==> src/sv/fchd_pkg.sv <==
// fchd_pkg: shared types, constants and crc function for the frame header decoder
// no dependencies
package fchd_pkg;

    localparam int HEADER_BYTES_DEF    = 32;
    localparam int CHECKSUM_OFFSET_DEF = 28;
    localparam int COUNT_W             = 17;
    localparam logic [COUNT_W-1:0] COUNT_MAX = '1;
    localparam logic [31:0] CRC_POLY   = 32'hEDB88320;
    localparam logic [31:0] CRC_INIT   = 32'hFFFFFFFF;
    localparam logic [31:0] MAGIC_WORD = 32'h3143_5649; // bytes 0..3 little-endian
    localparam int QUEUE_DEPTH         = 2;

    localparam logic [2:0] REG_VERSION    = 3'd0;
    localparam logic [2:0] REG_FLAGS_MASK = 3'd1;
    localparam logic [2:0] REG_MAX_PLEN   = 3'd2;
    localparam logic [2:0] REG_MIN_TYPE   = 3'd3;
    localparam logic [2:0] REG_MAX_TYPE   = 3'd4;
    localparam logic [2:0] REG_ERR_TYPE   = 3'd5;
    localparam logic [2:0] REG_MAX_ECODE  = 3'd6;

    localparam logic [3:0] ST_OK       = 4'd0;
    localparam logic [3:0] ST_SHORT    = 4'd1;
    localparam logic [3:0] ST_MAGIC    = 4'd2;
    localparam logic [3:0] ST_VERSION  = 4'd3;
    localparam logic [3:0] ST_TYPE     = 4'd4;
    localparam logic [3:0] ST_FLAGS    = 4'd5;
    localparam logic [3:0] ST_LARGE    = 4'd6;
    localparam logic [3:0] ST_LENGTH   = 4'd7;
    localparam logic [3:0] ST_ECODE    = 4'd8;
    localparam logic [3:0] ST_CHECKSUM = 4'd9;

    localparam logic [1:0] RJ_VERSION  = 2'd0;
    localparam logic [1:0] RJ_CHECKSUM = 2'd1;
    localparam logic [1:0] RJ_MALFORM  = 2'd2;

    typedef struct packed {
        logic [7:0] data_byte;
        logic       last_byte;
    } t_in_item;

    typedef struct packed {
        logic [3:0]  status;
        logic [7:0]  msg_kind;
        logic [15:0] flag_bits;
        logic [31:0] sess_ident;
        logic [31:0] sequence_number;
        logic [63:0] stamp_usec;
        logic [15:0] body_len;
        logic [15:0] fault_code;
        logic        reject_valid;
        logic [1:0]  reject_error;
    } t_out_item;

    typedef struct packed {
        logic [7:0]  protocol_version;
        logic [15:0] valid_flags_mask;
        logic [15:0] max_body_len;
        logic [7:0]  min_msg_kind;
        logic [7:0]  max_msg_kind;
        logic [7:0]  fault_msg_kind;
        logic [15:0] max_fault_code;
    } t_cfg;

    // closed frame handed from front to back
    typedef struct packed {
        logic [COUNT_W-1:0] len;
        logic [31:0]        crc;
        logic [255:0]       hdr;
    } t_frame;

    function automatic logic [31:0] crc_byte(input logic [31:0] crc_in, input logic [7:0] b);
        logic [31:0] c;
        c = crc_in ^ {24'd0, b};
        for (int i = 0; i < 8; i++) begin
            c = (c >> 1) ^ (c[0] ? CRC_POLY : 32'd0);
        end
        return c;
    endfunction

endpackage

==> src/sv/frame_crc_header_decoder_top.sv <==
// frame header decoder top: one byte per cycle unless stalled, one result per frame
// path: last byte to result valid passes the queue register, then the output register
// throughput: one byte per cycle while the queue is not full; the queue holds two closed frames
// reset: i_rst_n synchronous active low clears counters, crc, queue and config
// depends on fchd_pkg, fchd_front, fchd_queue, fchd_back
module frame_crc_header_decoder_top import fchd_pkg::*; #(
    parameter int HEADER_BYTES    = HEADER_BYTES_DEF,
    parameter int CHECKSUM_OFFSET = CHECKSUM_OFFSET_DEF
) (
    input  logic        i_clk,
    input  logic        i_rst_n,
    input  logic        i_valid,
    input  t_in_item    i_item,
    output logic        o_stall,
    output logic        o_valid,
    output t_out_item   o_item,
    input  logic        i_stall,
    input  logic        i_cfg_valid,
    output logic        o_cfg_ready,
    input  logic [2:0]  i_cfg_index,
    input  logic [15:0] i_cfg_data
);
    t_cfg   r_cfg;
    t_frame front_frame, queue_frame;
    logic   push, full, avail, pop;

    // config writes always accepted
    assign o_cfg_ready = 1'b1;

    always_ff @(posedge i_clk) begin
        if (!i_rst_n) begin
            r_cfg.protocol_version <= 8'd1;
            r_cfg.valid_flags_mask <= 16'd1;
            r_cfg.max_body_len     <= 16'd1024;
            r_cfg.min_msg_kind     <= 8'd1;
            r_cfg.max_msg_kind     <= 8'd8;
            r_cfg.fault_msg_kind   <= 8'd4;
            r_cfg.max_fault_code   <= 16'd16;
        end else if (i_cfg_valid) begin
            unique case (i_cfg_index)
                REG_VERSION:    r_cfg.protocol_version <= i_cfg_data[7:0];
                REG_FLAGS_MASK: r_cfg.valid_flags_mask <= i_cfg_data;
                REG_MAX_PLEN:   r_cfg.max_body_len     <= i_cfg_data;
                REG_MIN_TYPE:   r_cfg.min_msg_kind     <= i_cfg_data[7:0];
                REG_MAX_TYPE:   r_cfg.max_msg_kind     <= i_cfg_data[7:0];
                REG_ERR_TYPE:   r_cfg.fault_msg_kind   <= i_cfg_data[7:0];
                REG_MAX_ECODE:  r_cfg.max_fault_code   <= i_cfg_data;
                default: ;
            endcase
        end
    end

    // front: count, capture, crc; stalls only when the queue is full
    fchd_front #(.HEADER_BYTES(HEADER_BYTES), .CHECKSUM_OFFSET(CHECKSUM_OFFSET)) u_front (
        .i_clk(i_clk), .i_rst_n(i_rst_n), .i_valid(i_valid), .i_item(i_item),
        .o_stall(o_stall), .o_push(push), .o_frame(front_frame), .i_full(full)
    );

    fchd_queue u_queue (
        .i_clk(i_clk), .i_rst_n(i_rst_n), .i_push(push), .i_frame(front_frame),
        .o_full(full), .o_avail(avail), .o_frame(queue_frame), .i_pop(pop)
    );

    // back: checks and result register
    fchd_back #(.HEADER_BYTES(HEADER_BYTES), .CHECKSUM_OFFSET(CHECKSUM_OFFSET)) u_back (
        .i_clk(i_clk), .i_rst_n(i_rst_n), .i_cfg(r_cfg), .i_avail(avail),
        .i_frame(queue_frame), .o_pop(pop), .o_valid(o_valid), .o_item(o_item),
        .i_stall(i_stall)
    );
endmodule

==> src/sv/fchd_front.sv <==
// fchd_front: byte counting, header capture and running crc
// depends on fchd_pkg
module fchd_front import fchd_pkg::*; #(
    parameter int HEADER_BYTES    = HEADER_BYTES_DEF,
    parameter int CHECKSUM_OFFSET = CHECKSUM_OFFSET_DEF
) (
    input  logic     i_clk,
    input  logic     i_rst_n,
    input  logic     i_valid,
    input  t_in_item i_item,
    output logic     o_stall,
    output logic     o_push,
    output t_frame   o_frame,
    input  logic     i_full
);
    localparam int IDX_W = $clog2(HEADER_BYTES);

    logic [COUNT_W-1:0] r_count, n_count;
    logic [31:0]        r_crc, n_crc;
    logic [7:0]         r_hdr [HEADER_BYTES];
    logic               accept, in_hdr, in_sum;
    logic [7:0]         crc_in;

    assign o_stall = i_full;
    assign accept  = i_valid && !i_full;
    assign in_hdr  = r_count < COUNT_W'(HEADER_BYTES);
    assign in_sum  = (r_count >= COUNT_W'(CHECKSUM_OFFSET)) &&
                     (r_count < COUNT_W'(CHECKSUM_OFFSET + 4));
    assign crc_in  = in_sum ? 8'd0 : i_item.data_byte;
    assign n_crc   = crc_byte(r_crc, crc_in);
    assign n_count = (r_count == COUNT_MAX) ? r_count : r_count + 1'b1;

    always_ff @(posedge i_clk) begin
        if (!i_rst_n) begin
            r_count <= '0;
            r_crc   <= CRC_INIT;
        end else if (accept) begin
            if (i_item.last_byte) begin
                r_count <= '0;
                r_crc   <= CRC_INIT;
            end else begin
                r_count <= n_count;
                r_crc   <= n_crc;
            end
        end
    end

    always_ff @(posedge i_clk) begin
        if (accept && in_hdr) begin
            r_hdr[r_count[IDX_W-1:0]] <= i_item.data_byte;
        end
    end

    // the last byte may itself be a header byte, so merge it in
    always_comb begin
        o_frame.len = n_count;
        o_frame.crc = ~n_crc;
        o_frame.hdr = '0;
        for (int k = 0; k < 32; k++) begin
            if (k < HEADER_BYTES) begin
                o_frame.hdr[8*k +: 8] = (in_hdr && r_count[IDX_W-1:0] == IDX_W'(k)) ?
                                        i_item.data_byte : r_hdr[k];
            end
        end
    end

    assign o_push = accept && i_item.last_byte;
endmodule

==> src/sv/fchd_queue.sv <==
// fchd_queue: short fifo of closed frames between front and back
// depends on fchd_pkg
module fchd_queue import fchd_pkg::*; (
    input  logic   i_clk,
    input  logic   i_rst_n,
    input  logic   i_push,
    input  t_frame i_frame,
    output logic   o_full,
    output logic   o_avail,
    output t_frame o_frame,
    input  logic   i_pop
);
    localparam int PTR_W = $clog2(QUEUE_DEPTH);

    t_frame             r_mem [QUEUE_DEPTH];
    logic [PTR_W-1:0]   r_wr, r_rd;
    logic [PTR_W:0]     r_cnt;

    assign o_full  = r_cnt == (PTR_W+1)'(QUEUE_DEPTH);
    assign o_avail = r_cnt != '0;
    assign o_frame = r_mem[r_rd];

    always_ff @(posedge i_clk) begin
        if (i_push) begin
            r_mem[r_wr] <= i_frame;
        end
    end

    always_ff @(posedge i_clk) begin
        if (!i_rst_n) begin
            r_wr  <= '0;
            r_rd  <= '0;
            r_cnt <= '0;
        end else begin
            if (i_push) r_wr <= r_wr + 1'b1;
            if (i_pop)  r_rd <= r_rd + 1'b1;
            r_cnt <= r_cnt + (PTR_W+1)'(i_push) - (PTR_W+1)'(i_pop);
        end
    end
endmodule

==> src/sv/fchd_back.sv <==
// fchd_back: header checks, field decode and output register
// depends on fchd_pkg
module fchd_back import fchd_pkg::*; #(
    parameter int HEADER_BYTES    = HEADER_BYTES_DEF,
    parameter int CHECKSUM_OFFSET = CHECKSUM_OFFSET_DEF
) (
    input  logic      i_clk,
    input  logic      i_rst_n,
    input  t_cfg      i_cfg,
    input  logic      i_avail,
    input  t_frame    i_frame,
    output logic      o_pop,
    output logic      o_valid,
    output t_out_item o_item,
    input  logic      i_stall
);
    logic      r_valid;
    t_out_item r_item, n_item;
    logic [255:0] h;
    logic magic_ok, type_ok, ecode_bad;
    logic [31:0] sum;
    logic [17:0] want_len;

    assign h = i_frame.hdr;
    assign o_pop = i_avail && (!r_valid || !i_stall);
    assign o_valid = r_valid;
    assign o_item  = r_item;

    always_comb begin
        magic_ok  = h[31:0] == MAGIC_WORD;
        type_ok   = (h[47:40] >= i_cfg.min_msg_kind) &&
                    (h[47:40] <= i_cfg.max_msg_kind);
        ecode_bad = (h[223:208] > i_cfg.max_fault_code) ||
                    ((h[47:40] == i_cfg.fault_msg_kind) ? (h[223:208] == 16'd0)
                                                         : (h[223:208] != 16'd0));
        sum       = h[8*CHECKSUM_OFFSET +: 32];
        want_len  = 18'(HEADER_BYTES) + 18'(h[207:192]);
        n_item    = '0;
        if (i_frame.len < COUNT_W'(HEADER_BYTES)) begin
            n_item.status = ST_SHORT;
        end else begin
            n_item.msg_kind        = h[47:40];
            n_item.flag_bits       = h[63:48];
            n_item.sess_ident      = h[95:64];
            n_item.sequence_number = h[127:96];
            n_item.stamp_usec      = h[191:128];
            n_item.body_len        = h[207:192];
            n_item.fault_code      = h[223:208];
            if (!magic_ok)                                  n_item.status = ST_MAGIC;
            else if (h[39:32] != i_cfg.protocol_version)    n_item.status = ST_VERSION;
            else if (!type_ok)                              n_item.status = ST_TYPE;
            else if ((h[63:48] & ~i_cfg.valid_flags_mask) != 16'd0)
                                                            n_item.status = ST_FLAGS;
            else if (h[207:192] > i_cfg.max_body_len)       n_item.status = ST_LARGE;
            else if (18'(i_frame.len) != want_len)          n_item.status = ST_LENGTH;
            else if (ecode_bad)                             n_item.status = ST_ECODE;
            else if (sum != i_frame.crc)                    n_item.status = ST_CHECKSUM;
            else                                            n_item.status = ST_OK;
            if (magic_ok && type_ok && h[95:64] != 32'd0 && h[127:96] != 32'd0) begin
                case (n_item.status)
                    ST_VERSION: begin
                        n_item.reject_valid = 1'b1;
                        n_item.reject_error = RJ_VERSION;
                    end
                    ST_CHECKSUM: begin
                        n_item.reject_valid = 1'b1;
                        n_item.reject_error = RJ_CHECKSUM;
                    end
                    ST_FLAGS, ST_LARGE, ST_LENGTH, ST_ECODE: begin
                        n_item.reject_valid = 1'b1;
                        n_item.reject_error = RJ_MALFORM;
                    end
                    default: ;
                endcase
            end
        end
    end

    always_ff @(posedge i_clk) begin
        if (!i_rst_n) begin
            r_valid <= 1'b0;
        end else if (o_pop) begin
            r_valid <= 1'b1;
        end else if (!i_stall) begin
            r_valid <= 1'b0;
        end
    end

    always_ff @(posedge i_clk) begin
        if (o_pop) begin
            r_item <= n_item;
        end
    end
endmodule

==> config.mk <==
export PLATFORM = sky130hd
export DESIGN_NAME = frame_crc_header_decoder_top
export DESIGN_NICKNAME = d
export VERILOG_FILES = /design/src/sv/fchd_pkg.sv /design/src/sv/frame_crc_header_decoder_top.sv /design/src/sv/fchd_front.sv /design/src/sv/fchd_queue.sv /design/src/sv/fchd_back.sv
export SDC_FILE = /design/constraint.sdc
export NUM_CORES = 1
export LEC_CHECK = 0
export BUFFER_PORTS_ARGS = -buffer_cell sky130_fd_sc_hd__buf_2
export CAP_MARGIN = 20
export CORE_MARGIN = 2
export CORE_UTILIZATION = 25
export DETAILED_ROUTE_END_ITERATION = 8
export GPL_ROUTABILITY_DRIVEN = 0
export MAX_ROUTING_LAYER = met4
export PLACE_DENSITY = 0.39
export SETUP_SLACK_MARGIN = 0.15
export SLEW_MARGIN = 30
export SYNTH_ARGS = -nofsm -noshare
export SYNTH_HDL_FRONTEND = slang
export SYNTH_HIERARCHICAL = 1
export SYNTH_SLANG_ARGS = --single-unit
==> constraint.sdc <==
create_clock -name i_clk -period 53.7 [get_ports i_clk]
set_input_delay 5.37 -clock i_clk [delete_from_list [all_inputs] [get_ports i_clk]]
set_output_delay 5.37 -clock i_clk [all_outputs]
set_load 0.05 [all_outputs]
==> Word-level counts from Yosys, hierarchy flattened <==
Memories as Yosys holds them, arrays and structs flattened. A register that Yosys moved wholly into a read port is not among the register bits.
Index checks and enable logic that the tools add are counted.
{ "word_totals": {"ff_bits": 325, "mem_bits_rw": 866, "inputBits": 33, "output_inout_bits": 194, "wordCells": 228, "n_memories": 2} }
{ "classes": {"n_addsub": 6, "magnitude_cmp": 7, "n_eq_ne": 51, "mux": 63, "bitwise": 13, "n_reduce_logical": 63} }
{ "mem_list": {"columns": ["name", "words", "width", "read_ports", "rd_clocked_by_memory_dff", "write_ports", "line_no", "text"], "rows": [
  ["u_queue.r_mem", 2, 305, 1, 1, 1, "fchd_queue.sv:15", "t_frame r_mem [QUEUE_DEPTH];"],
  ["u_front.r_hdr", 32, 8, 32, 0, 1, "fchd_front.sv:20", "logic [7:0] r_hdr [HEADER_BYTES];"]
]} }
{ "ops": {"columns": ["op", "count"], "rows": [
  ["$mux W32", 9],
  ["$mux W8", 33],
  ["$xor A31 B32 Y32", 8],
  ["$eq A5 B5 Y1 const B", 16],
  ["$reduce_bool A32 Y1", 2],
  ["$logic_and A1 B1 Y1", 41],
  ["$eq A5 B4 Y1 const B", 8],
  ["$mux W4", 9],
  ["$lt A17 B6 Y1 const B", 2],
  ["$mux W17", 2],
  ["$eq A32 B30 Y1 const B", 1],
  ["$gt A16 B16 Y1", 2],
  ["$ne A32 B32 Y1", 1],
  ["$not A32 Y32", 1],
  ["$reduce_bool A16 Y1", 2],
  ["$xor A32 B8 Y32", 1],
  ["$eq A5 B3 Y1 const B", 4],
  ["$ne A17 B18 Y1", 1],
  ["$add A17 B1 Y17 const B", 1],
  ["$add A6 B16 Y17 const A", 1],
  ["$eq A17 B17 Y1 const B", 1],
  ["$ge A17 B5 Y1 const B", 1],
  ["$and A16 B16 Y16", 1],
  ["$logic_not A16 Y1", 1],
  ["29 further kinds", 54]
]} }

==> Longest topological paths before layout <==
Gate-level depths: netlist of run 1.
{ "depth": {"ltp_word": 21, "depth_mapped": 15, "mapped_depth_nobuf": 12} }

==> Cells and area by module <==
The synthesis of run 1 kept the hierarchy.
{ "modules_own_cells": {"columns": ["module", "instances", "cells_each", "area_per_inst_um2", "seq_area_each_um2"], "rows": [
  ["fchd_queue", 1, 970, 22406.5, 18417.7],
  ["fchd_front", 1, 989, 14292.5, 8668.3],
  ["fchd_back", 1, 787, 9748.1, 5755.5],
  ["frame_crc_header_decoder_top", 1, 291, 3006.6, 1601.5]
]} }

==> Least setup slack after synthesis of run 1 <==
OpenSTA, ideal clock, no wires.
{ "synth_timing": {"kind": "input -> register", "start": "in i_stall", "end": "reg u_queue.r_cnt[1]", "setup_ps": 65, "t_arrival_ps": 21613, "required_time_ps": 53635, "setup_slack_ps": 32021, "path_stages": 6, "path_buffers": 0, "path_cell_list": "a21boi_0 > ha_1 > inv_1 > ha_1 > xnor3_1 > nor2b_1"} }
{ "synth_via": {"elab_chain_len": 4} }
{ "synth_lines": {"columns": ["item", "line_no", "text"], "rows": [
  ["from (decl)", "frame_crc_header_decoder_top.sv:17", "input logic i_stall,"],
  ["$logic_not A1 Y1", "fchd_back.sv:25", "assign o_pop = i_avail && (!r_valid || !i_stall);"],
  ["$logic_or A1 B1 Y1", "fchd_back.sv:25", null],
  ["$logic_and A1 B1 Y1", "fchd_back.sv:25", null],
  ["$sub A2 B1 Y2", "fchd_queue.sv:37", "r_cnt <= r_cnt + (PTR_W+1)'(i_push) - (PTR_W+1)'(i_pop);"],
  ["to (signal assigned)", "fchd_queue.sv:37", null],
  ["to (decl)", "fchd_queue.sv:17", "logic [PTR_W:0] r_cnt;"]
]} }
Every way passes these cells.
A chain may end at the register's enable or synchronous reset.

==> Final worst setup path of run 1 <==
{ "layout_timing": {"start": "in i_valid", "end": "mem u_queue/r_mem[0][145] (netlist name) (enable)"} }
{ "layout_via": {"elab_chain_len": 4} }
{ "layout_lines": {"columns": ["item", "line_no", "text"], "rows": [
  ["from (decl)", "frame_crc_header_decoder_top.sv:12", "input logic i_valid,"],
  ["$logic_and A1 B1 Y1", "fchd_front.sv:25", "assign accept = i_valid && !i_full;"],
  ["$logic_and A1 B1 Y1", "fchd_front.sv:67", "assign o_push = accept && i_item.last_byte;"],
  ["named net push", "frame_crc_header_decoder_top.sv:25", "logic push, full, avail, pop;"],
  ["$mux W1", "fchd_queue.sv:24", "if (i_push) begin"],
  ["$mux W1 (not written as such)", "fchd_queue.sv:25", "r_mem[r_wr] <= i_frame;"],
  ["to (decl)", "fchd_queue.sv:15", null]
]} }
The timed path passes the listed nets, and every way through them passes these cells.

==> results of run 1 <==
[through the flow]
| step | power (mW) | cells | cell area [µm²] | utilization, % |
|---|---|---|---|---|
| 2_1_floorplan | 1.80 | 3037 | 49500 | - |
| 3_3_place_gp | 1.95 | 5812 | 53500 | 27.2 |
| 3_5_place_dp | 1.95 | 5813 | 53600 | 27.2 |
| 4_1_cts | 2.90 | 6065 | 58100 | 29.5 |
| 5_1_grt | 2.97 | 6069 | 58100 | 29.5 |
| 6_report | 2.84 | 6069 | 58100 | 29.5 |
[state kept, by name (all words and copies together) (netlist names), named ones only]
register         flops
u_front/r_hdr      256
r_cfg               80
u_queue/r_wr         1
u_front/r_crc       32
u_queue/r_cnt        2
u_queue/r_mem      610
u_queue/r_rd         1
u_back/o_item      191
u_front/r_count     17
u_back/o_valid       1
[cell usage after synthesis, types with 7 or more instances]
library cell and n:
a21boi_0 8, a21oi_1 41, a31oi_1 7, and2_1 172
and3_1 10, buf_2 17, buf_6 35, clkbuf_1 81
dfxtp_1 135, edfxtp_1 1057, ha_1 57, inv_1 73
mux2_2 540, mux2_4 20, mux2i_1 81, nand2_1 144
nand3_1 19, nand4_1 31, nor2_1 70, nor2b_1 32
nor3_1 45, nor4_1 39, o211ai_1 24, o21ai_0 27
o22ai_1 8, or3_1 12, xnor2_1 97, xor2_1 47
[final cells by class]
cell class / count / area [µm²]
clock buffer: 194 / 3910
multi-input combinational: 1633 / 14100
tap: 2640 / 3300
fill: 19700 / 139000
inverter: 73 / 274
timing repair buffer: 276 / 1600
antenna: 3 / 7.51
clock inverter: 58 / 531
sequential: 1192 / 34400
[metal layers]
layer	track usage [%]	vias to the layer above	part of all wire, %
li1	-	12000	-
met1	16.8	13000	46
met2	21.5	388	49
met3	2.14	188	3.1
met4	4.28	0	2.6
met5	-	-	0
[worst max-delay path, delay by kind of cell]
kind / cells / cell delay (ps)
buffers and inverters: 7 / 2860
and+or+nand+nor: 3 / 780
[how the worst max path moves through the flow]
stage | from | endpoint | slack [ps]
floorplan | i_stall | u_queue/r_cnt[1]$_SDFF_PN0_ | 32020
global placement | i_valid | u_queue/r_mem[0][111]$_DFFE_PP_ | 43990
detailed placement | i_valid | u_queue/r_mem[0][111]$_DFFE_PP_ | 43980
CTS | i_valid | u_queue/r_mem[0][108]$_DFFE_PP_ | 44830
global route | i_valid | u_queue/r_mem[0][144]$_DFFE_PP_ | 44550
finish | i_valid | u_queue/r_mem[0][145]$_DFFE_PP_ | 44900
[power by group through the flow]
stage | registers (mW) | clock network (mW) | logic, mW
global placement | 1.21 | 0 | 0.747
CTS | 1.19 | 0.961 | 0.749
detailed placement | 1.21 | 0 | 0.747
finish | 1.19 | 0.925 | 0.730
global route | 1.20 | 0.993 | 0.784
floorplan | 1.43 | 0 | 0.366
[kinds of logic (layout without fill, tap and decap cells)]
group	count (synthesis)	after routing	synth area share, %
multiplexers	642	642	14.6
XOR/XNOR	155	155	2.96
buffers and inverters	212	601	2.21
adder cells (fa/ha/maj)	57	57	1.44
AO/OA/AOI/OAI	165	165	2.40
flip-flops	1192	1192	69.6
other	1	4	0.00758
AND/OR/NAND/NOR	613	613	6.76
==> impl_metrics.json, run 1 <==
{
  "status": "complete, no violations",
  "seq_power_share_pct": 41.7,
  "timing.final.crit_period_ps": 8800,
  "crit_path_end_kind": "flop",
  "synthFlopType": "edfxtp_1",
  "syn_nets": 3127,
  "netlist.area_leader.share_pct": 64.2,
  "r2r_cells": 9,
  "skew_ps": 27.3,
  "cp_cell_sequence": "buf_2 > nor2b_1 > buf_4 > nand2_1 > inv_1 > nor2b_4 > buf_4 > buf_4 > buf_12 > buf_16",
  "ys_ff_latch": 1192,
  "max_stage_delay_ps": 760,
  "antenna_found_initial": 4,
  "clock-sinks": 1192,
  "async_reset_ff_share_pct": 0,
  "final_common_cell": "edfxtp_1",
  "power.net_switching_mw": 0.921,
  "min_period_over_period_pct": 16.4,
  "p_leak_nw": 19.2,
  "nNetsFinal": 3407,
  "via_per_inst": 4.21,
  "cts_tree": "done",
  "grt_usage_pct": 13.2,
  "switching_share_pct": 32.4,
  "post-cts-setup-buffers": 0,
  "area_growth_pct": 17.5,
  "die-area_um2": 201000,
  "hpwl_mm": 81.8,
  "dpl_worst_slack_ps": 43980,
  "grt_pass1_vias": 26700,
  "min_from": "r_cfg[36]$_SDFFE_PN0P_",
  "synth_warnings": 6,
  "critPathMaxFanout": 99,
  "drt-initial-drc-count": 1448,
  "cts_buffer_depth": 3,
  "timing.setup.tns_ps": 0,
  "slowest_stage": "buf_4",
  "die_width_um": 449,
  "hold_violations": 0,
  "rrSetupSlack_ps": 48400,
  "hold_ws_ps": 459,
  "reg2reg_to": "u_back/o_item[0]$_SDFFCE_PP0P_",
  "holdBufCountCts": 0,
  "drt-total-wl_mm": 131,
  "grt_start_max_net_pins": 145,
  "start_util_pct": 25.1,
  "synth.avg_cell_area_um2": 16.3,
  "ys_top_cells_by_area": "edfxtp_1 64%, mux2_2 12%, dfxtp_1 5.5%",
  "synth_top_area_cell": "edfxtp_1",
  "gr-total-overflow": 0,
  "min_path_type": "flop to flop",
  "clkPwrFrac_pct": 32.6,
  "rows": 163,
  "clkTransAtPathRegs_ps": 50,
  "wl_per_cell_um": 21.7,
  "synth_cells": 3037,
  "fmax_ghz": 0.114,
  "dieHeight_um": 449,
  "critical_path_class": "input port to flop",
  "cts-resized-gates": 0,
  "crit_path_frequent_cell": "buf_4",
  "min_to": "r_cfg[36]$_SDFFE_PN0P_",
  "ys_types": 81,
  "clock-root-buffer": "clkbuf_16",
  "layout_common_cells": "1057 x edfxtp_1, 540 x mux2_2, 216 x buf_2",
  "drtAntennaViolNets": 0,
  "worst_slack_ps": 44900,
  "worstMarginPinSlew_ps": 1030,
  "max-vdd-ir-drop_uv": 24.9,
  "first_pass_iters": 7,
  "core_area_um2": 197000,
  "synth_edf_count": 1057,
  "syn-cell-area_um2": 49500,
  "synth_seq_area_share_pct": 69.6,
  "htreeDepth": 4,
  "required_ps": 54090,
  "drive_above_1_share_pct": 31.6,
  "portBuffers": 225,
  "grt_setup_unrepaired": "false",
  "drv_slew": 0,
  "vias": 25500,
  "finalSetupViolCount": 0,
  "min_delay_path_depth": 2,
  "top_level_ports": 227,
  "powerDensity_nw_per_um2": 48.9,
  "intPower_mw": 1.92,
  "start_kind": "input port",
  "grt_pass1_wl_mm": 190,
  "critical_path_arrival_ps": 9190,
  "max-slew-margin-rel_pct": 31.1,
  "remaining_drc_errors": 0,
  "numCtsBuffers": 141,
  "clk_latency_ps": 780,
  "p_comb_share_pct": 25.7,
  "max_cap_violations": 0
}
Note: power is estimated with default switching activity, not from simulation.
==> inputs of run 2 (changes only) <==
Settings changed: ABC_AREA from default to 1, PLACE_DENSITY 0.39 to 0.41.
Clock period 53.7 ns to 7.9 ns, I/O delays scaled along.
==> impl_metrics.json, run 2 <==
{
  "hpwl_mm": 93.1,
  "worstMarginPinSlew_ps": 1060,
  "ys_types": 50,
  "nNetsFinal": 4422,
  "dieHeight_um": 451,
  "synth_edf_count": 1057,
  "grt_pass1_vias": 30400,
  "cp_num_cells": 10,
  "timing.setup.tns_ps": 0,
  "cp_cell_sequence": "buf_12 > mux2_2 > inv_1 > nand4_1 > nor4_1 > nand4_1 > nand3_1 > nor2_1 > nand3_1 > nor2_1",
  "holdBufCountCts": 0,
  "cts-resized-gates": 0,
  "synth_top_area_cell": "edfxtp_1",
  "grt_setup_unrepaired": "false",
  "drtAntennaViolNets": 0,
  "ys_top_cells_by_area": "edfxtp_1 63%, mux2_2 6.4%, nand2_1 5.5%",
  "clock-sinks": 1192,
  "die_width_um": 451,
  "rows": 164,
  "final_common_cell": "edfxtp_1",
  "timing.final.crit_period_ps": 4310,
  "wl_per_cell_um": 20.7,
  "required_ps": 8400,
  "p_leak_nw": 21.7,
  "fmax_ghz": 0.232,
  "start_kind": "flop",
  "max-vdd-ir-drop_uv": 240,
  "skew_ps": 55.7,
  "ys_ff_latch": 1192,
  "max-slew-margin-rel_pct": 29.1,
  "r2r_cells": 10,
  "critical_path_class": "flop to flop",
  "slowest_stage": "dfxtp_4",
  "crit_family": "simple AND/OR/NAND/NOR gates",
  "numCtsBuffers": 144,
  "dpl_cell_area_um2": 54200,
  "via_per_inst": 4.28,
  "reg2reg_to": "u_back/o_item[0]$_SDFFCE_PP0P_",
  "worst_slack_ps": 3590,
  "synth.avg_cell_area_um2": 12.4,
  "regMostFlops": "u_queue/r_mem",
  "syn-cell-area_um2": 50000,
  "vias": 30400,
  "start_util_pct": 25.1,
  "layout_common_cells": "1057 x edfxtp_1, 731 x nand2_1, 443 x nor2_1",
  "cts_buffer_depth": 3,
  "drt-initial-drc-count": 2253,
  "drive_above_1_share_pct": 19.7,
  "synthFlopType": "edfxtp_1",
  "synth_cells": 4045,
  "yosysMostFrequentCell": "edfxtp_1",
  "portBuffers": 225,
  "post-cts-setup-buffers": 0,
  "core_area_um2": 199000,
  "post-place-cells": 6840,
  "die-area_um2": 204000,
  "final_cell_area_um2": 58800,
  "synth_warnings": 6,
  "cts_tree": "done",
  "min_path_type": "input port to flop",
  "htreeDepth": 4,
  "endpoint": "u_back/o_item[0]$_SDFFCE_PP0P_",
  "min_period_over_period_pct": 54.5,
  "path_buf_inv": 2,
  "max_stage_delay_ps": 910,
  "grt_usage_pct": 14.6,
  "syn_nets": 4135,
  "max_cap_violations": 0,
  "multi_input_area_um2": 13400,
  "netlist.area_leader.share_pct": 63.4,
  "first_pass_iters": 5,
  "critical_path_arrival_ps": 4810,
  "fill_cells": 20300,
  "critPathMaxFanout": 131,
  "rrSetupSlack_ps": 3590,
  "gr-total-overflow": 0,
  "synth_common_cells": "1057 x edfxtp_1, 731 x nand2_1, 452 x nor2_1",
  "drt-total-wl_mm": 147,
  "top_level_ports": 227,
  "clock-root-buffer": "clkbuf_16",
  "synth_seq_area_share_pct": 68.8,
  "p_total_mw": 19.9,
  "instances_no_fill": 7105,
  "area_growth_pct": 17.6,
  "fin_util_pct": 29.5,
  "clk_latency_ps": 800,
  "hold_ws_ps": 245,
  "drv_slew": 0,
  "seqCellArea_um2": 34400,
  "clkTransAtPathRegs_ps": 60,
  "hold_violations": 0,
  "crit_path_end_kind": "flop",
  "dpl_worst_slack_ps": 3600,
  "async_reset_ff_share_pct": 0,
  "finalSetupViolCount": 0,
  "antenna_found_initial": 15,
  "status": "complete, no violations",
  "largest_reg_flops": 610,
  "powerDensity_nw_per_um2": 338,
  "grt_start_max_net_pins": 171,
  "remaining_drc_errors": 0,
  "grt_pass1_wl_mm": 211
}
-- run 2: cell type report --
| cell class | count | share of cell area, % |
|---|---|---|
| antenna | 5 | 0.0213 |
| inverter | 379 | 2.43 |
| multi-input combinational | 2330 | 22.8 |
| tap | 2656 | 5.65 |
| clock buffer | 196 | 6.72 |
| timing repair buffer | 285 | 2.91 |
| sequential | 1192 | 58.6 |
| clock inverter | 62 | 0.968 |
-- run 2: logic make-up (layout without fill, tap and decap cells) --
logic type | count (synthesis) | count (layout) | synth area share (%)
buffers and inverters | 523 | 922 | 4.58
muxes | 305 | 305 | 7.01
adders and majority gates | 57 | 57 | 1.43
other | 1 | 6 | 0.00749
DFF | 1192 | 1192 | 68.8
AOI/OAI and AO/OA | 389 | 389 | 3.97
xor gates and xnor gates | 105 | 105 | 1.92
and+or+nand+nor | 1473 | 1473 | 12.2
-- run 2: per-layer routing --
metal | GRT usage, % | wire length, µm
met1 | 18.5 | 64500
met3 | 2.24 | 6620
met4 | 5.21 | 4850
met5 | - | 0
met2 | 23.6 | 71200
-- run 2: where the power goes --
part           switching [mW]  total, mW  internal, mW
Combinational            3.84       5.34          1.50
Sequential              0.309       8.19          7.88
Clock                    2.64       6.35          3.71
-- run 2: worst min path at each step --
stage                      startpoint                endpoint  depth (start not counted)  slack, ps
2_1_floorplan  r_cfg[50]$_SDFFE_PN1P_  r_cfg[50]$_SDFFE_PN1P_                          2        440
3_3_place_gp   r_cfg[25]$_SDFFE_PN0P_  r_cfg[25]$_SDFFE_PN0P_                          2        470
3_5_place_dp   r_cfg[33]$_SDFFE_PN0P_  r_cfg[33]$_SDFFE_PN0P_                          2        470
4_1_cts                 i_cfg_data[3]  r_cfg[27]$_SDFFE_PN1P_                          3        180
5_1_grt                 i_cfg_data[2]  r_cfg[18]$_SDFFE_PN1P_                          3        230
6_report                i_cfg_data[3]  r_cfg[27]$_SDFFE_PN1P_                          3        250
-- run 2: worst register-to-register path, stage by stage (launching register included) --
cell and delay (ps):
dfxtp_4 910, buf_12 590, mux2_2 740, inv_1 90
nand4_1 140, nor4_1 600, nand4_1 520, nand3_1 250
nor2_1 90, nand3_1 90, nor2_1 40
